## config.mk

```make
export PLATFORM = sky130hd
export DESIGN_NAME = date_difference_in_days_flat
export DESIGN_NICKNAME = d
export VERILOG_FILES = /design/src/rtl/core/dd_pkg.sv /design/src/rtl/core/dd_ifs.sv /design/src/rtl/core/date_difference_in_days.sv /design/src/rtl/core/dd_date_conv.sv /design/src/flat_wrapper.sv
export SDC_FILE = /design/constraint.sdc
export NUM_CORES = 1
export LEC_CHECK = 0
export ABC_CLOCK_PERIOD_IN_PS = 15500
export BUFFER_PORTS_ARGS = -buffer_cell sky130_fd_sc_hd__buf_2
export CAP_MARGIN = 20
export CORE_MARGIN = 2
export CORE_UTILIZATION = 60
export DETAILED_ROUTE_END_ITERATION = 10
export PLACE_DENSITY = 0.77
export SLEW_MARGIN = 10
export SYNTH_ARGS = -nofsm -noshare
export SYNTH_HDL_FRONTEND = slang
export SYNTH_HIERARCHICAL = 1
export SYNTH_SLANG_ARGS = --single-unit
```

## constraint.sdc

```tcl
create_clock -name i_clk -period 15.5 [get_ports i_clk]
set_input_delay 1.55 -clock i_clk [delete_from_list [all_inputs] [get_ports i_clk]]
set_output_delay 1.55 -clock i_clk [all_outputs]
set_load 0.05 [all_outputs]
```

## src/rtl/core/dd_pkg.sv

```systemverilog
`timescale 1ns / 1ps

package dd_pkg;

    localparam int unsigned DAY_W   = 5;
    localparam int unsigned MONTH_W = 4;
    localparam int unsigned YEAR_W  = 14;
    localparam int unsigned DNUM_W  = 23;
    localparam int unsigned DIFF_W  = 22;

    // floor(x / 25) == (x * RECIP_25) >> RECIP_SHIFT for every x below 4096
    localparam logic [15:0] RECIP_25    = 16'd41944;
    localparam int unsigned RECIP_SHIFT = 20;

    localparam logic [MONTH_W-1:0] MONTH_JAN = 4'd1;
    localparam logic [MONTH_W-1:0] MONTH_FEB = 4'd2;
    localparam logic [MONTH_W-1:0] MONTH_DEC = 4'd12;

    typedef logic [DNUM_W-1:0] t_day_num;

    typedef struct packed {
        logic     valid;
        t_day_num day_num;
    } t_date_res;

    function automatic logic [DAY_W-1:0] month_len(input logic [MONTH_W-1:0] m,
                                                   input logic leap);
        logic [DAY_W-1:0] len;
        case (m)
            4'd1:    len = 5'd31;
            4'd2:    len = leap ? 5'd29 : 5'd28;
            4'd3:    len = 5'd31;
            4'd4:    len = 5'd30;
            4'd5:    len = 5'd31;
            4'd6:    len = 5'd30;
            4'd7:    len = 5'd31;
            4'd8:    len = 5'd31;
            4'd9:    len = 5'd30;
            4'd10:   len = 5'd31;
            4'd11:   len = 5'd30;
            4'd12:   len = 5'd31;
            default: len = 5'd0;
        endcase
        return len;
    endfunction

    function automatic logic [8:0] days_before_month(input logic [MONTH_W-1:0] m);
        logic [8:0] n;
        case (m)
            4'd1:    n = 9'd0;
            4'd2:    n = 9'd31;
            4'd3:    n = 9'd59;
            4'd4:    n = 9'd90;
            4'd5:    n = 9'd120;
            4'd6:    n = 9'd151;
            4'd7:    n = 9'd181;
            4'd8:    n = 9'd212;
            4'd9:    n = 9'd243;
            4'd10:   n = 9'd273;
            4'd11:   n = 9'd304;
            4'd12:   n = 9'd334;
            default: n = 9'd0;
        endcase
        return n;
    endfunction

endpackage

```

## src/rtl/core/dd_ifs.sv

```systemverilog
`timescale 1ns / 1ps

interface dd_req_if;
    logic                          valid;
    logic                          ready;
    logic [dd_pkg::DAY_W-1:0]      first_day;
    logic [dd_pkg::MONTH_W-1:0]    first_month;
    logic [dd_pkg::YEAR_W-1:0]     first_year;
    logic [dd_pkg::DAY_W-1:0]      second_day;
    logic [dd_pkg::MONTH_W-1:0]    second_month;
    logic [dd_pkg::YEAR_W-1:0]     second_year;

    modport source (output valid, first_day, first_month, first_year,
                    second_day, second_month, second_year, input ready);
    modport sink   (input valid, first_day, first_month, first_year,
                    second_day, second_month, second_year, output ready);
endinterface

interface dd_rsp_if;
    logic                          valid;
    logic                          ready;
    logic [dd_pkg::DIFF_W-1:0]     day_difference;
    logic                          first_valid;
    logic                          second_valid;

    modport source (output valid, day_difference, first_valid, second_valid, input ready);
    modport sink   (input valid, day_difference, first_valid, second_valid, output ready);
endinterface

```

## src/rtl/core/date_difference_in_days.sv

```systemverilog
`timescale 1ns / 1ps

// Channel  Dir  Handshake      Payload
// i_req    in   valid/ready    first_/second_ day, month, year
// o_rsp    out  valid/ready    day_difference, first_valid, second_valid
//
// One request per cycle while o_rsp is not stalled; a request passes through
// the input register, then the result register after the day-number logic.
// Reset (i_rst_n low, synchronous) empties both registers.
// A stalled output holds its result; input keeps flowing while the input
// register can move into a free or draining result register.
module date_difference_in_days #(
    parameter int unsigned MAX_YEAR = 9999
) (
    input  logic        i_clk,
    input  logic        i_rst_n,
    dd_req_if.sink      i_req,
    dd_rsp_if.source    o_rsp
);

    logic                          r_s1_valid;
    logic [dd_pkg::DAY_W-1:0]      r_d1;
    logic [dd_pkg::MONTH_W-1:0]    r_m1;
    logic [dd_pkg::YEAR_W-1:0]     r_y1;
    logic [dd_pkg::DAY_W-1:0]      r_d2;
    logic [dd_pkg::MONTH_W-1:0]    r_m2;
    logic [dd_pkg::YEAR_W-1:0]     r_y2;

    logic                          r_s2_valid;
    logic [dd_pkg::DIFF_W-1:0]     r_diff;
    logic                          r_v1;
    logic                          r_v2;

    logic                          s2_free;
    logic                          s1_adv;
    logic                          in_fire;
    dd_pkg::t_date_res             res1;
    dd_pkg::t_date_res             res2;
    dd_pkg::t_day_num              abs_diff;
    logic [dd_pkg::DIFF_W-1:0]     n_diff;

    assign s2_free     = !r_s2_valid || o_rsp.ready;
    assign s1_adv      = r_s1_valid && s2_free;
    assign i_req.ready = !r_s1_valid || s2_free;
    assign in_fire     = i_req.valid && i_req.ready;

    dd_date_conv #(.MAX_YEAR(MAX_YEAR)) u_conv1 (
        .i_day   (r_d1),
        .i_month (r_m1),
        .i_year  (r_y1),
        .o_res   (res1)
    );

    dd_date_conv #(.MAX_YEAR(MAX_YEAR)) u_conv2 (
        .i_day   (r_d2),
        .i_month (r_m2),
        .i_year  (r_y2),
        .o_res   (res2)
    );

    assign abs_diff = (res1.day_num > res2.day_num) ? (res1.day_num - res2.day_num)
                                                    : (res2.day_num - res1.day_num);

    always_comb begin
        if (!(res1.valid && res2.valid)) begin
            n_diff = '0;
        end else if (abs_diff[dd_pkg::DNUM_W-1]) begin
            n_diff = '1;   // only reachable with a raised year limit
        end else begin
            n_diff = abs_diff[dd_pkg::DIFF_W-1:0];
        end
    end

    always_ff @(posedge i_clk) begin
        if (!i_rst_n) begin
            r_s1_valid <= 1'b0;
        end else if (i_req.ready) begin
            r_s1_valid <= i_req.valid;
        end
    end

    always_ff @(posedge i_clk) begin
        if (in_fire) begin
            r_d1 <= i_req.first_day;
            r_m1 <= i_req.first_month;
            r_y1 <= i_req.first_year;
            r_d2 <= i_req.second_day;
            r_m2 <= i_req.second_month;
            r_y2 <= i_req.second_year;
        end
    end

    always_ff @(posedge i_clk) begin
        if (!i_rst_n) begin
            r_s2_valid <= 1'b0;
        end else if (s2_free) begin
            r_s2_valid <= r_s1_valid;
        end
    end

    always_ff @(posedge i_clk) begin
        if (s1_adv) begin
            r_diff <= n_diff;
            r_v1   <= res1.valid;
            r_v2   <= res2.valid;
        end
    end

    assign o_rsp.valid          = r_s2_valid;
    assign o_rsp.day_difference = r_diff;
    assign o_rsp.first_valid    = r_v1;
    assign o_rsp.second_valid   = r_v2;

endmodule

```

## src/rtl/core/dd_date_conv.sv

```systemverilog
`timescale 1ns / 1ps

module dd_date_conv #(
    parameter int unsigned MAX_YEAR = 9999
) (
    input  logic [dd_pkg::DAY_W-1:0]   i_day,
    input  logic [dd_pkg::MONTH_W-1:0] i_month,
    input  logic [dd_pkg::YEAR_W-1:0]  i_year,
    output dd_pkg::t_date_res          o_res
);

    localparam logic [16:0] MaxYear = 17'(MAX_YEAR);

    logic [dd_pkg::YEAR_W-1:0] prev_year;
    logic [27:0]               y_prod;
    logic [27:0]               p_prod;
    logic [7:0]                y_cent;
    logic [7:0]                p_cent;
    logic                      leap;
    logic [dd_pkg::DAY_W-1:0]  len;
    logic                      ok;
    dd_pkg::t_day_num          base;

    assign prev_year = i_year - 14'd1;

    // year / 100 as (year / 4) / 25, for the year and the one before it
    assign y_prod = 28'(i_year[13:2])    * 28'(dd_pkg::RECIP_25);
    assign p_prod = 28'(prev_year[13:2]) * 28'(dd_pkg::RECIP_25);
    assign y_cent = y_prod[dd_pkg::RECIP_SHIFT +: 8];
    assign p_cent = p_prod[dd_pkg::RECIP_SHIFT +: 8];

    // the century count steps exactly at multiples of 100; likewise /400
    assign leap = (i_year[1:0] == 2'd0) &&
                  ((y_cent == p_cent) || (y_cent[7:2] != p_cent[7:2]));

    assign len = dd_pkg::month_len(i_month, leap);

    assign ok = (i_year != '0) && ({3'b000, i_year} <= MaxYear) &&
                (i_month >= dd_pkg::MONTH_JAN) && (i_month <= dd_pkg::MONTH_DEC) &&
                (i_day != '0) && (i_day <= len);

    assign base = 23'(prev_year) * 23'd365 + 23'(prev_year[13:2])
                - 23'(p_cent) + 23'(p_cent[7:2]);

    always_comb begin
        o_res.valid   = ok;
        o_res.day_num = base + 23'(dd_pkg::days_before_month(i_month))
                      + 23'((i_month > dd_pkg::MONTH_FEB) && leap) + 23'(i_day);
    end

endmodule

```

## src/flat_wrapper.sv

```systemverilog
// flat-port wrapper written by rule: the top's interface ports become plain ports
module date_difference_in_days_flat 
#(
    parameter int unsigned MAX_YEAR = 9999
)
  (i_clk, i_rst_n, i_req_valid, i_req_first_day, i_req_first_month, i_req_first_year, i_req_second_day, i_req_second_month, i_req_second_year, i_req_ready, o_rsp_valid, o_rsp_day_difference, o_rsp_first_valid, o_rsp_second_valid, o_rsp_ready);
  dd_req_if i_req_i ();
  dd_rsp_if o_rsp_i ();
  input  logic i_clk;
  input  logic i_rst_n;
  input wire logic [$bits(i_req_i.valid)-1:0] i_req_valid;
  input wire logic [$bits(i_req_i.first_day)-1:0] i_req_first_day;
  input wire logic [$bits(i_req_i.first_month)-1:0] i_req_first_month;
  input wire logic [$bits(i_req_i.first_year)-1:0] i_req_first_year;
  input wire logic [$bits(i_req_i.second_day)-1:0] i_req_second_day;
  input wire logic [$bits(i_req_i.second_month)-1:0] i_req_second_month;
  input wire logic [$bits(i_req_i.second_year)-1:0] i_req_second_year;
  output wire logic [$bits(i_req_i.ready)-1:0] i_req_ready;
  output wire logic [$bits(o_rsp_i.valid)-1:0] o_rsp_valid;
  output wire logic [$bits(o_rsp_i.day_difference)-1:0] o_rsp_day_difference;
  output wire logic [$bits(o_rsp_i.first_valid)-1:0] o_rsp_first_valid;
  output wire logic [$bits(o_rsp_i.second_valid)-1:0] o_rsp_second_valid;
  input wire logic [$bits(o_rsp_i.ready)-1:0] o_rsp_ready;
  assign i_req_i.valid = i_req_valid;
  assign i_req_i.first_day = i_req_first_day;
  assign i_req_i.first_month = i_req_first_month;
  assign i_req_i.first_year = i_req_first_year;
  assign i_req_i.second_day = i_req_second_day;
  assign i_req_i.second_month = i_req_second_month;
  assign i_req_i.second_year = i_req_second_year;
  assign i_req_ready = i_req_i.ready;
  assign o_rsp_valid = o_rsp_i.valid;
  assign o_rsp_day_difference = o_rsp_i.day_difference;
  assign o_rsp_first_valid = o_rsp_i.first_valid;
  assign o_rsp_second_valid = o_rsp_i.second_valid;
  assign o_rsp_i.ready = o_rsp_ready;
  date_difference_in_days #(.MAX_YEAR(MAX_YEAR)) u_core (.i_clk(i_clk), .i_rst_n(i_rst_n), .i_req(i_req_i), .o_rsp(o_rsp_i));
endmodule
```

* After elaboration in Yosys (flattened, before gate mapping)
Memories as Yosys holds them, arrays and structs flattened. A register that Yosys moved wholly into a read port is not among the register bits.
Cells that the tools add are included.
** Word-level totals
- Register bits after elaboration :: 72
- Bits in latches :: 0
- Memory bits (writable) :: 0
- Memory bits (read-only) :: 288
- Bits of input ports :: 50
- Output and inout bits :: 26
- Word-level logic and storage cells :: 115
- Memories kept :: 2
** Cells by class
- Add/sub/neg operators :: 16
- Multiply operators :: 6
- Div/mod/pow operators :: 0
- $lt $le $gt $ge :: 11
- Eq/ne operators :: 28
- Shift operators :: 0
- Multiplexer cells :: 8
- Bitwise operators :: 0
- Reductions and logical operators :: 33
** Memories
- (name not given) :: words 16, width 9, read ports 1, clocked after memory_dff 1, wr ports 0, RTL line dd_pkg.sv:49 : case (m)
- (name not given) :: words 16, width 9, read ports 1, clocked after memory_dff 1, wr ports 0, RTL line dd_pkg.sv:49
** Operator list (number)
- 12-bit by 13-bit multiplier with 25-bit output, second input constant :: 4
- 23-bit by 1-bit adder with 23-bit output :: 2
- 23-bit by 12-bit adder with 23-bit output :: 2
- 23-bit by 5-bit adder with 23-bit output :: 2
- 23-bit by 6-bit adder with 23-bit output :: 2
- 23-bit by 9-bit adder with 23-bit output :: 2
- 14-bit by 9-bit multiplier with 23-bit output, second input constant :: 2
- 23-bit subtractor :: 2
- 23-bit by 8-bit subtractor with 23-bit output :: 2
- 4-bit equality test, second input constant :: 10
- 4-bit by 3-bit equality test with 1-bit output, second input constant :: 8
- 5-bit case mux with 3 select lines :: 2
- 14-bit <= comparator, second input constant :: 2
- 14-bit nonzero test :: 2
- 14-bit by 1-bit subtractor with 14-bit output, second input constant :: 2
- 23-bit greater-than comparator :: 1
- 23-bit two-way mux :: 1
- 22-bit two-way mux :: 1
- 1-bit logical AND :: 17
- 4-bit by 2-bit equality test with 1-bit output, second input constant :: 4
- 8-bit equality test :: 2
- 7-bit OR reduction :: 2
- 6-bit != test :: 2
- 5-bit <= comparator :: 2
- 11 further kinds :: 24

* Depth between registers and ports, before layout
- Depth after elaboration :: 11
- Depth in mapped cells :: 62
- Depth with buffers taken out :: 58

* Cells and area by module
Netlist, hierarchy kept.
** Modules (own cells, without submodules)
- dd_date_conv (u_core.u_conv1) :: times used 1, cells an instance 1115, area each 10590.2 um2, seq. area each 0.0 um2
- dd_date_conv (u_core.u_conv2) :: times used 1, cells an instance 1099, area each 10431.3 um2, seq. area each 0.0 um2
- date_difference_in_days :: times used 1, cells an instance 570, area each 5485.3 um2, seq. area each 2142.1 um2

* Worst setup path before layout
OpenSTA, ideal clock, no wires.
- Path type :: register -> register
- Start :: register u_core/r_y1[0] in the netlist's numbering
- End :: register u_core.r_diff, in the netlist u_core/o_rsp.day_difference[17], data pin
- Setup time :: 0.273 ns
- Arrival time :: 12.648 ns
- Data required time :: 15.227 ns
- Path slack :: 2.579 ns
- Stages on the path, launching flop included :: 54
- Path buffers :: 4
- Clock period less this slack :: 12.921 ns
- Path through :: edfxtp_1 > inv_1 > ha_1 > o21ai_0 > or2_2 > xnor2_1 > inv_1 > fa_1 > inv_1 > fa_1 > inv_1 > fa_1 > inv_1 > fa_1 > inv_1 > fa_1 > inv_1 > ha_1 > [18 not listed] > a2111o_1 > a31oi_1 > a41oi_1 > o21bai_1 > xor2_1 > inv_1 > ha_1 > buf_6 > nand2_1 > nor3_1 > nand3_1 > and3_1 > a22o_1 > buf_6 > buf_6 > buf_2 > nor4b_1 > nor4_1
** RTL lines
- start: declaration :: RTL line date_difference_in_days.sv:24 : logic [dd_pkg::YEAR_W-1:0] r_y1;
- start signal: assignment :: RTL line date_difference_in_days.sv:86 : r_y1 <= i_req.first_year;
- end signal: assignment :: RTL line date_difference_in_days.sv:103 : r_diff <= n_diff;
- end: declaration :: RTL line date_difference_in_days.sv:30 : logic [dd_pkg::DIFF_W-1:0] r_diff;

==> results.py <==
metrics = {
    "status": {
        "outcome": "completed",
    },
    "logic_synthesis": {
        "synthCells": 2784,
        "async_reset_ff_frac": 0,
        "ys_ff_latch": 72,
        "ys_seq_area_frac": 0.0808,
        "synthFlopType": "edfxtp_1",
        "yosysTopAreaCell": "ha_1",
        "ys_warn_count": 6,
        "synth_edf_count": 70,
        "postSynthAreaPerCell_um2": 9.52,
        "synth_top_area_frac": 0.285,
        "syn_nets": 3801,
        "synthDistinctLibCells": 114,
        "synth_area_leaders": "ha_1, fa_1, inv_1, edfxtp_1, xnor2_1",
        "synth_area_mm2": 0.0265,
    },
    "placed_design": {
        "place_area_mm2": 0.0275,
        "dpl.hpwl_um": 56400,
        "port_buffers": 75,
        "pre_cts_slack_ns": 0.645,
        "dp_cells": 3436,
        "gp_congestion": 1.06,
    },
    "clocking": {
        "cts-root-buf": "clkbuf_16",
        "cts_buffer_depth": 2,
        "holdBufCountCts": 0,
        "numCtsBuffers": 9,
        "cts_tree": "done",
        "cts_num_sinks": 72,
        "cts-htree-levels": 3,
        "clkLatencyLatePin_ns": 0.40,
        "clk_pin_slew_ns": 0.07,
    },
    "setup_path": {
        "critPathRequiredTime_ns": 15.64,
        "critPathTopFamily": "adder cells",
        "cp-end-kind": "flip-flop",
        "crit_top_cell": "inv_1",
        "startpoint_type": "flip-flop",
        "slowest_stage": "fa_1",
        "critPathBufInv": 11,
        "path_class": "flip-flop to flip-flop",
        "arrival_ns": 14.80,
        "cp_max_fo": 19,
        "cpPeakStageDelay_ns": 0.58,
    },
    "cells_and_area": {
        "drive_gt1_frac": 0.0725,
        "final_cell_mix": "inv_1, ha_1, fa_1",
        "layout.nets": 3879,
        "layout_commonest_cell": "inv_1",
        "stdcell_count": 3461,
        "final_cell_area_mm2": 0.0280,
        "area_delta_synth_final_pct": 5.54,
        "fin_util": 0.637,
    },
    "timing": {
        "worst_slack_ns": 0.834,
        "timing.fmax_mhz": 68.2,
        "period_minus_slack_ns": 14.67,
        "drv_slew": 0,
        "finalCritPeriodShare": 0.946,
        "worst_pin_slew_ns": 0.824,
        "clock_skew_ns": 0.0195,
        "hold_viol": 0,
        "setup_violations": 0,
        "slew_headroom": 0.447,
    },
    "flow_run": {
        "max_cap_viol_count": 0,
    },
    "floorplan": {
        "dieHeight_um": 214,
        "core_area_mm2": 0.0439,
        "dieWidth_um": 214,
        "row_count": 77,
        "start_util": 0.603,
        "die_area_mm2": 0.0459,
        "pin_count": 76,
    },
    "grt": {
        "first_global_vias": 21300,
        "grt_pass1_wl_um": 108000,
        "grt_max_degree": 53,
        "grt_antenna_before_repair": 2,
        "grt_use_total": 0.293,
        "grt_overflow": 0,
    },
    "detailed_routing": {
        "viasPerCell": 5.73,
        "num_vias": 19800,
        "ant_nets": 0,
        "totalWireLength_um": 65100,
        "drt-initial-drc-count": 1266,
        "wl_per_cell_um": 18.8,
        "drt_pass1_iterations": 7,
        "drc": 0,
    },
    "hold_path": {
        "hold_path.class": "flip-flop to flip-flop",
    },
}
[stage by stage]
stage / setup TNS, ns / hold WS [ns]
final: 0 / 0.519
after global routing: -0.0176 / 0.573
after CTS: 0 / 0.527
after detailed placement: 0 / 0.513
after global placement: 0 / 0.492
after floorplan: 0 / 0.477
[sequential cells by signal, summed over array words and instances, names as in the netlist]
| name | count |
|---|---|
| u_core/r_d2 | 5 |
| u_core/o_rsp.day_difference | 22 |
| u_core/r_s1_valid | 1 |
| u_core/o_rsp.second_valid | 1 |
| u_core/r_d1 | 5 |
| u_core/r_m2 | 4 |
| u_core/r_m1 | 4 |
| u_core/r_y2 | 14 |
| u_core/o_rsp.valid | 1 |
| u_core/r_y1 | 14 |
| u_core/o_rsp.first_valid | 1 |
[layout make-up]
class | count | area (um^2)
multi-input combinational | 1964 | 21500
fill | 3618 | 16000
inverter | 707 | 2660
sequential | 72 | 2140
tap | 592 | 741
timing repair buffer | 108 | 643
clock buffer | 9 | 225
clock inverter | 7 | 80.1
antenna | 2 | 5.00
[cells in the mapped netlist (13+ instances only)]
library cell	count
buf_2	13
o21bai_1	18
a31oi_1	17
nor3_1	34
a21o_1	43
inv_1	704
xor2_1	33
nor4_1	23
a21oi_1	131
nand4_1	15
nand3_1	55
ha_1	603
a211oi_1	20
buf_6	14
nand2_1	100
fa_1	364
xnor2_1	84
edfxtp_1	70
nand2b_1	17
o21a_1	17
nor2_1	60
o21ai_0	62
nor2b_1	16
and3_1	17
[timing repair]
action / CTS / global route
buffers inserted: 0 / 4
setup endpoints to repair: 0 / 22
endpoints found under the hold margin: 0 / 0
resized for setup: 0 / 9
[routing by layer]
metal	part of all wire	wire, um	vias up	GRT usage
met4	0.029	1880	0	0.0977
met1	0.43	27900	9735	0.382
met3	0.059	3830	122	0.0435
met5	0	0	-	0
met2	0.48	31500	626	0.503
li1	-	-	9333	-
[cell families (layout without fill, tap and decap cells)]
logic type,count (synthesis),after routing,synth area share
AOI/OAI and AO/OA,439,439,0.114
xor gates and xnor gates,119,121,0.0405
adders and majority gates,967,967,0.560
buffers and inverters,750,831,0.113
DFF,72,72,0.0808
muxes,13,13,0.00604
other,0,2,0
and+or+nand+nor,424,424,0.0866
[worst paths after layout]
path | start | to | slack [ns] | cells past startpoint
setup / recovery | u_core/r_y1[2]$_DFFE_PP_ | u_core/o_rsp.day_difference[19]$_SDFFCE_PN0P_ | 0.83 | 54
hold / removal | u_core/r_s1_valid$_SDFFE_PN0N_ | u_core/o_rsp.valid$_SDFFE_PN0P_ | 0.52 | 1
setup reg to reg | u_core/r_y1[2]$_DFFE_PP_ | u_core/o_rsp.day_difference[19]$_SDFFCE_PN0P_ | 0.83 | 54
hold reg to reg | u_core/r_s1_valid$_SDFFE_PN0N_ | u_core/o_rsp.valid$_SDFFE_PN0P_ | 0.52 | 1
Power is left out: the tool's default activity adds up to more than one toggle a clock period on the data nets, which glitch-free logic cannot reach.
